### config.mk
export PLATFORM = sky130hd
export DESIGN_NAME = avc_nal_fu_a_packetizer
export DESIGN_NICKNAME = d
export VERILOG_FILES = /design/src/sv/avcfu_pkg.sv /design/src/sv/avcfu_parse.sv /design/src/sv/avcfu_outbuf.sv /design/src/sv/avc_nal_fu_a_packetizer.sv
export VERILOG_INCLUDE_DIRS = /design/src /design/src/sv
export SDC_FILE = /design/constraint.sdc
export NUM_CORES = 1
export LEC_CHECK = 0
export BUFFER_PORTS_ARGS = -buffer_cell sky130_fd_sc_hd__buf_2
export CAP_MARGIN = 40
export CORE_ASPECT_RATIO = 0.6
export CORE_UTILIZATION = 55
export CTS_BUF_LIST = sky130_fd_sc_hd__clkbuf_16
export DETAILED_ROUTE_END_ITERATION = 12
export GPL_TIMING_DRIVEN = 0
export PLACE_DENSITY_LB_ADDON = 0.2
export REMOVE_ABC_BUFFERS = 1
export SLEW_MARGIN = 15
export SYNTH_ARGS = -nofsm -noshare
export SYNTH_HDL_FRONTEND = slang
export SYNTH_SLANG_ARGS = --single-unit
export TNS_END_PERCENT = 30
### constraint.sdc
create_clock -name clk -period 21.8 [get_ports clk]
set_clock_uncertainty 0.15 [all_clocks]
set_input_delay 5.45 -clock clk [delete_from_list [all_inputs] [get_ports clk]]
set_output_delay 5.45 -clock clk [all_outputs]
set_load 0.1 [all_outputs]
### src/sv/avc_nal_fu_a_packetizer_defines.svh
// Assertion macros for the FU-A packetizer.
// Taken in by the top level; relies on clk and arst_n in the including scope.
`ifndef AVC_NAL_FU_A_PACKETIZER_DEFINES_SVH
`define AVC_NAL_FU_A_PACKETIZER_DEFINES_SVH

// Same-cycle implication, checked outside reset.
`define AVCFU_ASSERT_NOW(lbl, ante, cons, msg) \
	lbl: assert property (@(posedge clk) disable iff (!arst_n) (ante) |-> (cons)) \
		else $error(msg);

// Next-cycle implication, checked outside reset.
`define AVCFU_ASSERT_NEXT(lbl, ante, cons, msg) \
	lbl: assert property (@(posedge clk) disable iff (!arst_n) (ante) |=> (cons)) \
		else $error(msg);

`endif

### src/sv/avcfu_pkg.sv
// Shared types and constants of the FU-A packetizer.
// Used by the parser, the output buffer and the top level; no dependencies.
`default_nettype none

package avcfu_pkg;

	// Register indexes on the configuration port.
	localparam logic [1:0] REG_LEN_PREFIX = 2'd0;
	localparam logic [1:0] REG_MAX_PACKET = 2'd1;
	localparam logic [1:0] REG_HEADER     = 2'd2;

	// Reset values of the configuration registers.
	localparam logic [2:0]  RST_LEN_PREFIX = 3'd0;
	localparam logic [13:0] RST_MAX_PACKET = 14'd1500;
	localparam logic [5:0]  RST_HEADER     = 6'd28;

	// NAL header constants; the FU indicator carries type 28.
	localparam logic [4:0] FU_IND_TYPE = 5'd28;
	localparam logic [4:0] VCL_FIRST   = 5'd1;
	localparam logic [4:0] VCL_LAST    = 5'd5;

	// Configuration register set.
	typedef struct packed {
		logic [2:0]  length_prefix_bytes;
		logic [13:0] max_packet_bytes;
		logic [5:0]  header_bytes;
	} cfg_t;

	// One output word before it reaches the stream port.
	typedef struct packed {
		logic [7:0]  out_byte;
		logic        packet_start;
		logic        packet_end;
		logic [13:0] payload_length;
		logic        marker_bit;
	} result_t;

	// The up to three words one input byte produces, slot 0 first.
	typedef result_t [2:0] result_run_t;

endpackage

`default_nettype wire

### src/sv/avcfu_parse.sv
// Length-prefix parser and FU-A fragmenter state for the packetizer.
// Computes the words of one input byte combinationally; uses avcfu_pkg.
`default_nettype none

module avcfu_parse (
	input  wire logic                 clk,
	input  wire logic                 arst_n,
	input  wire avcfu_pkg::cfg_t      cfg,
	input  wire logic                 in_accept,
	input  wire logic [7:0]           data_byte,
	input  wire logic                 unit_first,
	input  wire logic [23:0]          unit_length,
	output avcfu_pkg::result_run_t    results,
	output logic [1:0]                result_count
);

	// State registers.
	logic [23:0] unit_left_q, unit_left_d;
	logic        in_prefix_q, in_prefix_d;
	logic [31:0] acc_q, acc_d;
	logic [2:0]  seen_q, seen_d;
	logic [23:0] nal_size_q, nal_size_d;
	logic [23:0] nal_off_q, nal_off_d;
	logic [13:0] frag_left_q, frag_left_d;
	logic        frag_mode_q, frag_mode_d;
	logic [6:0]  hdr_fields_q, hdr_fields_d;
	logic        drop_q, drop_d;

	// Working values of the step.
	logic [23:0] e_left, e_off, avail, size_new, rest, after, dl_h, dl_d;
	logic        e_prefix, e_drop, is_final, vcl, need_hdr, fu_end, mk_h, mk_d;
	logic [31:0] e_acc, acc_sh;
	logic [2:0]  e_seen, seen_inc;
	logic [13:0] e_frag, room, frag_size, frag_cur;
	logic [15:0] room_raw;
	logic [6:0]  fields;
	logic [24:0] off_inc;

	// Payload room of one fragment, at least one byte.
	always_comb begin
		room_raw = {2'b00, cfg.max_packet_bytes} - {10'd0, cfg.header_bytes} - 16'd2;
		if (room_raw[15] || room_raw == 16'd0) begin
			room = 14'd1;
		end else begin
			room = room_raw[13:0];
		end
	end

	// One byte step: next state and the words it produces.
	always_comb begin
		// A new access unit restarts parsing.
		e_left   = unit_first ? unit_length : unit_left_q;
		e_prefix = unit_first ? 1'b1 : in_prefix_q;
		e_acc    = unit_first ? 32'd0 : acc_q;
		e_seen   = unit_first ? 3'd0 : seen_q;
		e_off    = unit_first ? 24'd0 : nal_off_q;
		e_frag   = unit_first ? 14'd0 : frag_left_q;
		e_drop   = unit_first ? 1'b0 : drop_q;

		unit_left_d  = e_left;
		in_prefix_d  = e_prefix;
		acc_d        = e_acc;
		seen_d       = e_seen;
		nal_size_d   = nal_size_q;
		nal_off_d    = e_off;
		frag_left_d  = e_frag;
		frag_mode_d  = frag_mode_q;
		hdr_fields_d = hdr_fields_q;
		drop_d       = e_drop;

		results      = '0;
		result_count = 2'd0;

		acc_sh   = {e_acc[23:0], data_byte};
		seen_inc = e_seen + 3'd1;
		avail    = e_left - 24'd1;
		size_new = (acc_sh < {8'd0, avail}) ? acc_sh[23:0] : avail;

		// Does the current NAL end the unit?
		rest     = nal_size_q - e_off;
		after    = (e_left >= rest) ? (e_left - rest) : 24'd0;
		is_final = after <= {21'd0, cfg.length_prefix_bytes};

		fields   = (e_off == 24'd0) ? data_byte[6:0] : hdr_fields_q;
		vcl      = (fields[4:0] >= avcfu_pkg::VCL_FIRST) &&
			(fields[4:0] <= avcfu_pkg::VCL_LAST);

		// Fragment bookkeeping.
		need_hdr  = (e_off == 24'd0) || (e_frag == 14'd0);
		dl_h      = (e_off == 24'd0) ? (nal_size_q - 24'd1) : (nal_size_q - e_off);
		dl_d      = nal_size_q - e_off;
		frag_size = (dl_h < {10'd0, room}) ? dl_h[13:0] : room;
		fu_end    = dl_h <= {10'd0, room};
		frag_cur  = need_hdr ? frag_size : e_frag;
		mk_h      = fu_end && is_final && vcl;
		mk_d      = ({10'd0, frag_cur} == dl_d) && is_final && vcl;
		off_inc   = {1'b0, e_off} + 25'd1;

		if (e_left != 24'd0) begin
			unit_left_d = avail;
			if (!e_drop) begin
				if (e_prefix) begin
					// Length prefix byte.
					if (e_seen == 3'd0 && (cfg.length_prefix_bytes == 3'd0 ||
					    e_left <= {21'd0, cfg.length_prefix_bytes})) begin
						drop_d = 1'b1;
					end else begin
						acc_d  = acc_sh;
						seen_d = seen_inc;
						if (seen_inc == cfg.length_prefix_bytes) begin
							if (acc_sh == 32'd0) begin
								drop_d = 1'b1;
							end else begin
								nal_size_d  = size_new;
								nal_off_d   = 24'd0;
								frag_left_d = 14'd0;
								frag_mode_d = (size_new >= 24'd2) &&
									(({1'b0, size_new} + {19'd0, cfg.header_bytes}) >
									 {11'd0, cfg.max_packet_bytes});
								in_prefix_d = 1'b0;
								acc_d       = 32'd0;
								seen_d      = 3'd0;
							end
						end
					end
				end else begin
					if (e_off == 24'd0) begin
						hdr_fields_d = fields;
					end
					if (!frag_mode_q) begin
						// Single NAL packet: pass the byte through.
						results[0].out_byte       = data_byte;
						results[0].packet_start   = (e_off == 24'd0);
						results[0].packet_end     = (off_inc == {1'b0, nal_size_q});
						results[0].payload_length = (e_off == 24'd0) ?
							nal_size_q[13:0] : 14'd0;
						results[0].marker_bit     = is_final && vcl;
						result_count = 2'd1;
					end else begin
						// FU-A: indicator and header at each fragment start.
						if (need_hdr) begin
							results[0].out_byte       = {1'b0, fields[6:5],
								avcfu_pkg::FU_IND_TYPE};
							results[0].packet_start   = 1'b1;
							results[0].payload_length = frag_size + 14'd2;
							results[0].marker_bit     = mk_h;
							results[1].out_byte       = {(e_off == 24'd0), fu_end,
								1'b0, fields[4:0]};
							results[1].marker_bit     = mk_h;
							result_count = 2'd2;
						end
						frag_left_d = frag_cur;
						if (e_off != 24'd0) begin
							if (need_hdr) begin
								results[2].out_byte   = data_byte;
								results[2].packet_end = (frag_cur == 14'd1);
								results[2].marker_bit = mk_d;
								result_count = 2'd3;
							end else begin
								results[0].out_byte   = data_byte;
								results[0].packet_end = (frag_cur == 14'd1);
								results[0].marker_bit = mk_d;
								result_count = 2'd1;
							end
							frag_left_d = frag_cur - 14'd1;
						end
					end
					// Advance within the NAL; its end returns to prefix parsing.
					nal_off_d = off_inc[23:0];
					if (off_inc >= {1'b0, nal_size_q}) begin
						in_prefix_d = 1'b1;
						acc_d       = 32'd0;
						seen_d      = 3'd0;
						frag_left_d = 14'd0;
					end
				end
			end
		end
	end

	// State update on each accepted byte.
	always_ff @(posedge clk or negedge arst_n) begin
		if (!arst_n) begin
			unit_left_q  <= '0;
			in_prefix_q  <= 1'b1;
			acc_q        <= '0;
			seen_q       <= '0;
			nal_size_q   <= '0;
			nal_off_q    <= '0;
			frag_left_q  <= '0;
			frag_mode_q  <= 1'b0;
			hdr_fields_q <= '0;
			drop_q       <= 1'b0;
		end else if (in_accept) begin
			unit_left_q  <= unit_left_d;
			in_prefix_q  <= in_prefix_d;
			acc_q        <= acc_d;
			seen_q       <= seen_d;
			nal_size_q   <= nal_size_d;
			nal_off_q    <= nal_off_d;
			frag_left_q  <= frag_left_d;
			frag_mode_q  <= frag_mode_d;
			hdr_fields_q <= hdr_fields_d;
			drop_q       <= drop_d;
		end
	end

endmodule

`default_nettype wire

### src/sv/avcfu_outbuf.sv
// Three-slot result register of the packetizer: holds the words of one byte
// and hands them out one per cycle while out_ready is high. Uses avcfu_pkg.
`default_nettype none

module avcfu_outbuf (
	input  wire logic                  clk,
	input  wire logic                  arst_n,
	input  wire logic                  load,
	input  wire avcfu_pkg::result_run_t run,
	input  wire logic [1:0]            run_count,
	output logic                       can_load,
	output logic                       out_valid,
	input  wire logic                  out_ready,
	output avcfu_pkg::result_t         out_word,
	output logic                       out_last
);

	avcfu_pkg::result_run_t slot_q;
	logic [1:0]             cnt_q;
	logic                   take;

	assign out_valid = (cnt_q != 2'd0);
	assign take      = out_valid && out_ready;
	assign out_word  = slot_q[0];
	assign out_last  = (cnt_q == 2'd1);
	// A new run may enter once the current one is gone or leaves this cycle.
	assign can_load  = (cnt_q == 2'd0) || (cnt_q == 2'd1 && out_ready);

	// Word count.
	always_ff @(posedge clk or negedge arst_n) begin
		if (!arst_n) begin
			cnt_q <= 2'd0;
		end else if (load) begin
			cnt_q <= run_count;
		end else if (take) begin
			cnt_q <= cnt_q - 2'd1;
		end
	end

	// Slots shift toward slot 0 as words are taken.
	always_ff @(posedge clk) begin
		if (load) begin
			slot_q <= run;
		end else if (take) begin
			slot_q[0] <= slot_q[1];
			slot_q[1] <= slot_q[2];
		end
	end

endmodule

`default_nettype wire

### src/sv/avc_nal_fu_a_packetizer.sv
// H.264 FU-A packetizer top level: configuration registers, parser, result buffer.
// The words of an accepted byte are registered in the result buffer before they are offered.
// Throughput: one byte per cycle while each byte gives at most one word and m_axis_tready
// is high; a byte that opens a fragment gives up to three words, and input waits for them.
// Reset: arst_n asynchronous, active low; clears parser state, word count and
// restores the configuration registers to their defaults.
`default_nettype none
`include "avc_nal_fu_a_packetizer_defines.svh"

module avc_nal_fu_a_packetizer (
	input  wire logic        clk,
	input  wire logic        arst_n,
	// Input byte stream.
	input  wire logic        s_axis_tvalid,
	output logic             s_axis_tready,
	input  wire logic [31:0] s_axis_tdata,  // [7:0] data_byte, [31:8] unit_length
	input  wire logic [0:0]  s_axis_tuser,  // [0] unit_first
	// Output packet stream.
	output logic             m_axis_tvalid,
	input  wire logic        m_axis_tready,
	output logic [23:0]      m_axis_tdata,  // [7:0] out_byte, [21:8] payload_length, rest 0
	output logic [2:0]       m_axis_tuser,  // [0] packet_start, [1] packet_end, [2] marker_bit
	output logic             m_axis_tlast,  // last_of_run
	// Configuration port.
	input  wire logic        psel,
	input  wire logic        penable,
	input  wire logic        pwrite,
	input  wire logic [3:0]  paddr,
	input  wire logic [31:0] pwdata,
	output logic [31:0]      prdata,
	output logic             pready
);

	avcfu_pkg::cfg_t        cfg_q;
	avcfu_pkg::result_run_t run;
	avcfu_pkg::result_t     word;
	logic [1:0]             run_count;
	logic                   in_accept, can_load, cfg_write;

	assign pready    = 1'b1;
	assign cfg_write = psel && penable && pwrite && pready;

	// Configuration register writes.
	always_ff @(posedge clk or negedge arst_n) begin
		if (!arst_n) begin
			cfg_q.length_prefix_bytes <= avcfu_pkg::RST_LEN_PREFIX;
			cfg_q.max_packet_bytes    <= avcfu_pkg::RST_MAX_PACKET;
			cfg_q.header_bytes        <= avcfu_pkg::RST_HEADER;
		end else if (cfg_write) begin
			case (paddr[3:2])
				avcfu_pkg::REG_LEN_PREFIX: cfg_q.length_prefix_bytes <= pwdata[2:0];
				avcfu_pkg::REG_MAX_PACKET: cfg_q.max_packet_bytes    <= pwdata[13:0];
				avcfu_pkg::REG_HEADER:     cfg_q.header_bytes        <= pwdata[5:0];
				default: ;
			endcase
		end
	end

	// Register read-back.
	always_comb begin
		case (paddr[3:2])
			avcfu_pkg::REG_LEN_PREFIX: prdata = {29'd0, cfg_q.length_prefix_bytes};
			avcfu_pkg::REG_MAX_PACKET: prdata = {18'd0, cfg_q.max_packet_bytes};
			avcfu_pkg::REG_HEADER:     prdata = {26'd0, cfg_q.header_bytes};
			default:                   prdata = 32'd0;
		endcase
	end

	assign s_axis_tready = can_load;
	assign in_accept     = s_axis_tvalid && s_axis_tready;

	avcfu_parse u_parse (
		.clk          (clk),
		.arst_n       (arst_n),
		.cfg          (cfg_q),
		.in_accept    (in_accept),
		.data_byte    (s_axis_tdata[7:0]),
		.unit_first   (s_axis_tuser[0]),
		.unit_length  (s_axis_tdata[31:8]),
		.results      (run),
		.result_count (run_count)
	);

	avcfu_outbuf u_outbuf (
		.clk       (clk),
		.arst_n    (arst_n),
		.load      (in_accept),
		.run       (run),
		.run_count (run_count),
		.can_load  (can_load),
		.out_valid (m_axis_tvalid),
		.out_ready (m_axis_tready),
		.out_word  (word),
		.out_last  (m_axis_tlast)
	);

	// Pack the output word.
	assign m_axis_tdata = {2'b00, word.payload_length, word.out_byte};
	assign m_axis_tuser = {word.marker_bit, word.packet_end, word.packet_start};

	// A byte that produces words shows its first word in the next cycle.
	`AVCFU_ASSERT_NEXT(a_run_appears, in_accept && run_count != 2'd0, m_axis_tvalid,
		"accepted byte produced words but none are offered")
	// Input stalls while more than one word of a run is still pending.
	`AVCFU_ASSERT_NOW(a_stall_mid_run, m_axis_tvalid && !m_axis_tlast, !s_axis_tready,
		"input accepted while a run is still being delivered")
	// Every packet start carries a nonzero payload length.
	`AVCFU_ASSERT_NOW(a_start_length, m_axis_tvalid && m_axis_tuser[0],
		m_axis_tdata[21:8] != 14'd0, "packet start without payload length")

endmodule

`default_nettype wire
==> impl_results.md <==
- Cts hold-fix bufs: 0
- Largest net degree at the start of global routing: just under 80
- WP data arrival: 15.92 ns
- Post-Synth Adder-Cell Area: about a tenth
- Slew Viols, Final: 0
- Clock latency on the worst-skew pair: around 0.49 ns
- First-pass GRT wire length: between 100000 and 150000 um
- P&R area growth vs syn: 7.71%
- Crit path launch type: input pin
- Die span in x: between 200 and 250 um
- Worst slew pin tran: roughly 1 ns
- Diodes inserted: 0
- Largest family of logic cells by synthesized area: compound AO/OA/AOI/OAI gates
- Longest Clk Path Bufs: 2
- Rows: 53
- Final WL: around 76000 um
- Starting density of the core: 56.1%
- TritonCTS clock tree: done
- DR iter-0 viols: a little over 3000
- Worst-path fanout max: 67
- Max cap viols: 0
- # resized after CTS: 0
- Antenna violations before repair: 1
- R2R setup slack: approximately 12 ns
- Wire length per cell: about 26 um
- Register area share after synthesis: roughly 26%
- Vias per cell: between 6 and 7
- Root buffer cell: clkbuf_16
- Worst hold path class: flip-flop to flip-flop
- Routability cong.: just over 1
- GRT Total Usage: a little over 40%
- Nets: about 2700
- Fin crit share: a little over 70%
- CTS Sinks: around 190
- Most used DFF post-synth: dfrtp_1
- Gr ovfl total: 0
- Number of synthesized register bits: about 190
- Post-route DRC violation count: 0
- Final Hold Vio Count: 0
- Vias: approximately 20000
- Design Area, Final: between 0.02 and 0.025 mm^2
- Placed cell area: roughly 0.02 mm^2
- Area fraction in and, or, nand and nor cells after synthesis: approximately 23%
- Die Ht: ~150 um
- R2R depth: 32
- Register area: slightly above 0.005 mm^2
- Htree depth: 4
- Setup ws final: approximately 6.0 ns
- First-pass DRT Iterations: 9
- Max_slew headroom: between 30 and 40%
- Vias in the first global route: about 18000
- Input/output buffers: a little under 100
- Most frequent cells in the layout: nand2_1, o21ai_0, nor2_1, inv_1, ha_1
- Multi-input gate area: approximately 0.013 mm^2
- Share of cells above drive strength 1: approximately 11%
- Fill cells: 3189
- Critical Path Sink Type: flip-flop
- Setup tns final: 0 ns
- EDFF count, synth: 44
- DP HPWL: about 60000 um
- Post-synthesis compound-gate area fraction: around a quarter
- Die footprint: roughly 0.037 mm^2
- Routed Antenna Nets: 0
- Synth cell types: between 100 and 150
- Max Freq: approximately 63 MHz
- Slowest stage cell on the critical path: o21ai_0
- # IOs: 139
- Cells after Synth: about 2400
- Mux share of post-synthesis cell area: 4.27%
- Post-CTS Setup Bufs: 0
- CP Data Required Time: between 20 and 25 ns
- Commonest non-fill, non-tap cell in the layout: nand2_1
- Core footprint: around 0.035 mm^2
- Post-synth ARST share: about three quarters
- Crit Path Class: input pin to flip-flop
- Unrepaired setup endpoints after global routing: no
- DP Worst Slack: between 5 and 6 ns
- Synthesis Warnings: 0
- Final Setup Violations: 0
- Synthesized area: 0.0197 mm^2
- Hold Path Stages: 2
- Min Tclk post-route: ~16 ns
- Syn avg cell area: approximately 8.1 um^2
- Post-Synth XOR/XNOR Area: ~6.3%
- Outcome: completed
- Max stage delay on crit path: 0.61 ns
- Clock transition at path regs: about 0.08 ns
- TritonCTS Buffers: 17
cells in the mapped netlist (11+ instances only):
library cell | count | share of area, %
nor4_1 | 45 | 1.4
nand2_1 | 243 | 4.6
buf_4 | 49 | 1.9
nor2b_1 | 46 | 1.5
dfrtp_1 | 137 | 17
o21a_1 | 32 | 1.2
ha_1 | 152 | 9.6
dfstp_2 | 11 | 1.5
mux2i_1 | 55 | 2.8
xnor2_1 | 95 | 4.2
a21oi_1 | 130 | 3.3
xor2_1 | 48 | 2.1
nand2b_1 | 27 | 0.86
o2111ai_1 | 11 | 0.49
a22o_1 | 59 | 2.6
mux2_2 | 26 | 1.5
o22ai_1 | 12 | 0.38
a211oi_1 | 35 | 1.3
or3_1 | 23 | 0.73
nor2_1 | 162 | 3.1
nor3_1 | 72 | 1.8
o21ai_1 | 17 | 0.43
a21boi_0 | 11 | 0.42
nand3_1 | 66 | 1.7
or4_1 | 13 | 0.49
and3_1 | 24 | 0.76
nor3b_1 | 19 | 0.72
or2_2 | 11 | 0.35
o31ai_1 | 23 | 0.88
nand4_1 | 49 | 1.6
o211ai_1 | 17 | 0.65
a31oi_1 | 14 | 0.44
clkbuf_1 | 71 | 1.4
edfxtp_1 | 44 | 6.7
buf_2 | 16 | 0.41
and2_1 | 40 | 1.3
o21ai_0 | 173 | 4.4
inv_1 | 157 | 3.0
a21o_1 | 27 | 1.0
flip-flops by register name, indices dropped and copies added (netlist names), 2 cells and up:
signal and count:
cfg_q 23, u_outbuf.cnt_q 2, u_outbuf.out_word 25, u_outbuf.slot_q 20
u_parse.acc_q 24, u_parse.frag_left_q 14, u_parse.hdr_fields_q 7, u_parse.nal_off_q 24
u_parse.nal_size_q 24, u_parse.seen_q 3, u_parse.unit_left_q 24
layer usage:
metal	vias to the layer above	part of all wire (%)	track usage, %
met5	-	0.15	1.87
met4	4	2.1	8.67
met3	140	14	13.2
met2	1346	39	54.9
met1	9673	45	62.1
li1	8988	-	-
per-stage QoR:
stage,std cells,hold WS (ns),utilization [%]
after floorplan,2321,0.296,-
after global placement,2885,0.316,57.2
after detailed placement,2916,0.319,58.6
after CTS,2948,0.338,60.4
after global routing,2951,0.347,60.5
final,2951,0.335,60.5
critical path, delay by kind of cell:
family                   cells  cell delay, ns
AO/OA/AOI/OAI               17            5.38
AND/OR/NAND/NOR             11            2.60
buffers and inverters        5            1.39
adder cells (fa/ha/maj)      3            0.99
final timing paths:
check                                          start                     end
max in group asynchronous                     arst_n  u_parse.nal_size_q[22]
worst max register to register  u_parse.nal_off_q[2]    u_outbuf.out_word[0]
worst max-delay path                    s_axis_tuser    u_outbuf.out_word[0]
worst min register to register   u_outbuf.slot_q[65]     u_outbuf.slot_q[40]
worst min-delay path             u_outbuf.slot_q[65]     u_outbuf.slot_q[40]
min in group asynchronous                     arst_n                cfg_q[5]
final cells by class:
cell class                 count  area share [%]
clock buffer                  18            2.12
clock inverter                14           0.877
inverter                     158            2.79
multi-input combinational   1970            63.3
sequential                   193            23.8
tap                          467            2.75
timing repair buffer         131            4.31
cells by family (layout without fill, tap and decap cells):
group           count (synthesis)  after routing
mux                            81             81
xor+xnor                      143            143
flops                         193            193
fa+ha+maj                     156            156
simple gates                  886            886
buf+inv                       305            321
compound gates                683            683
other cells                     2             21
Power is not shown: default switching activity piles up to over one toggle a cycle in this logic, so the estimate is an artifact.
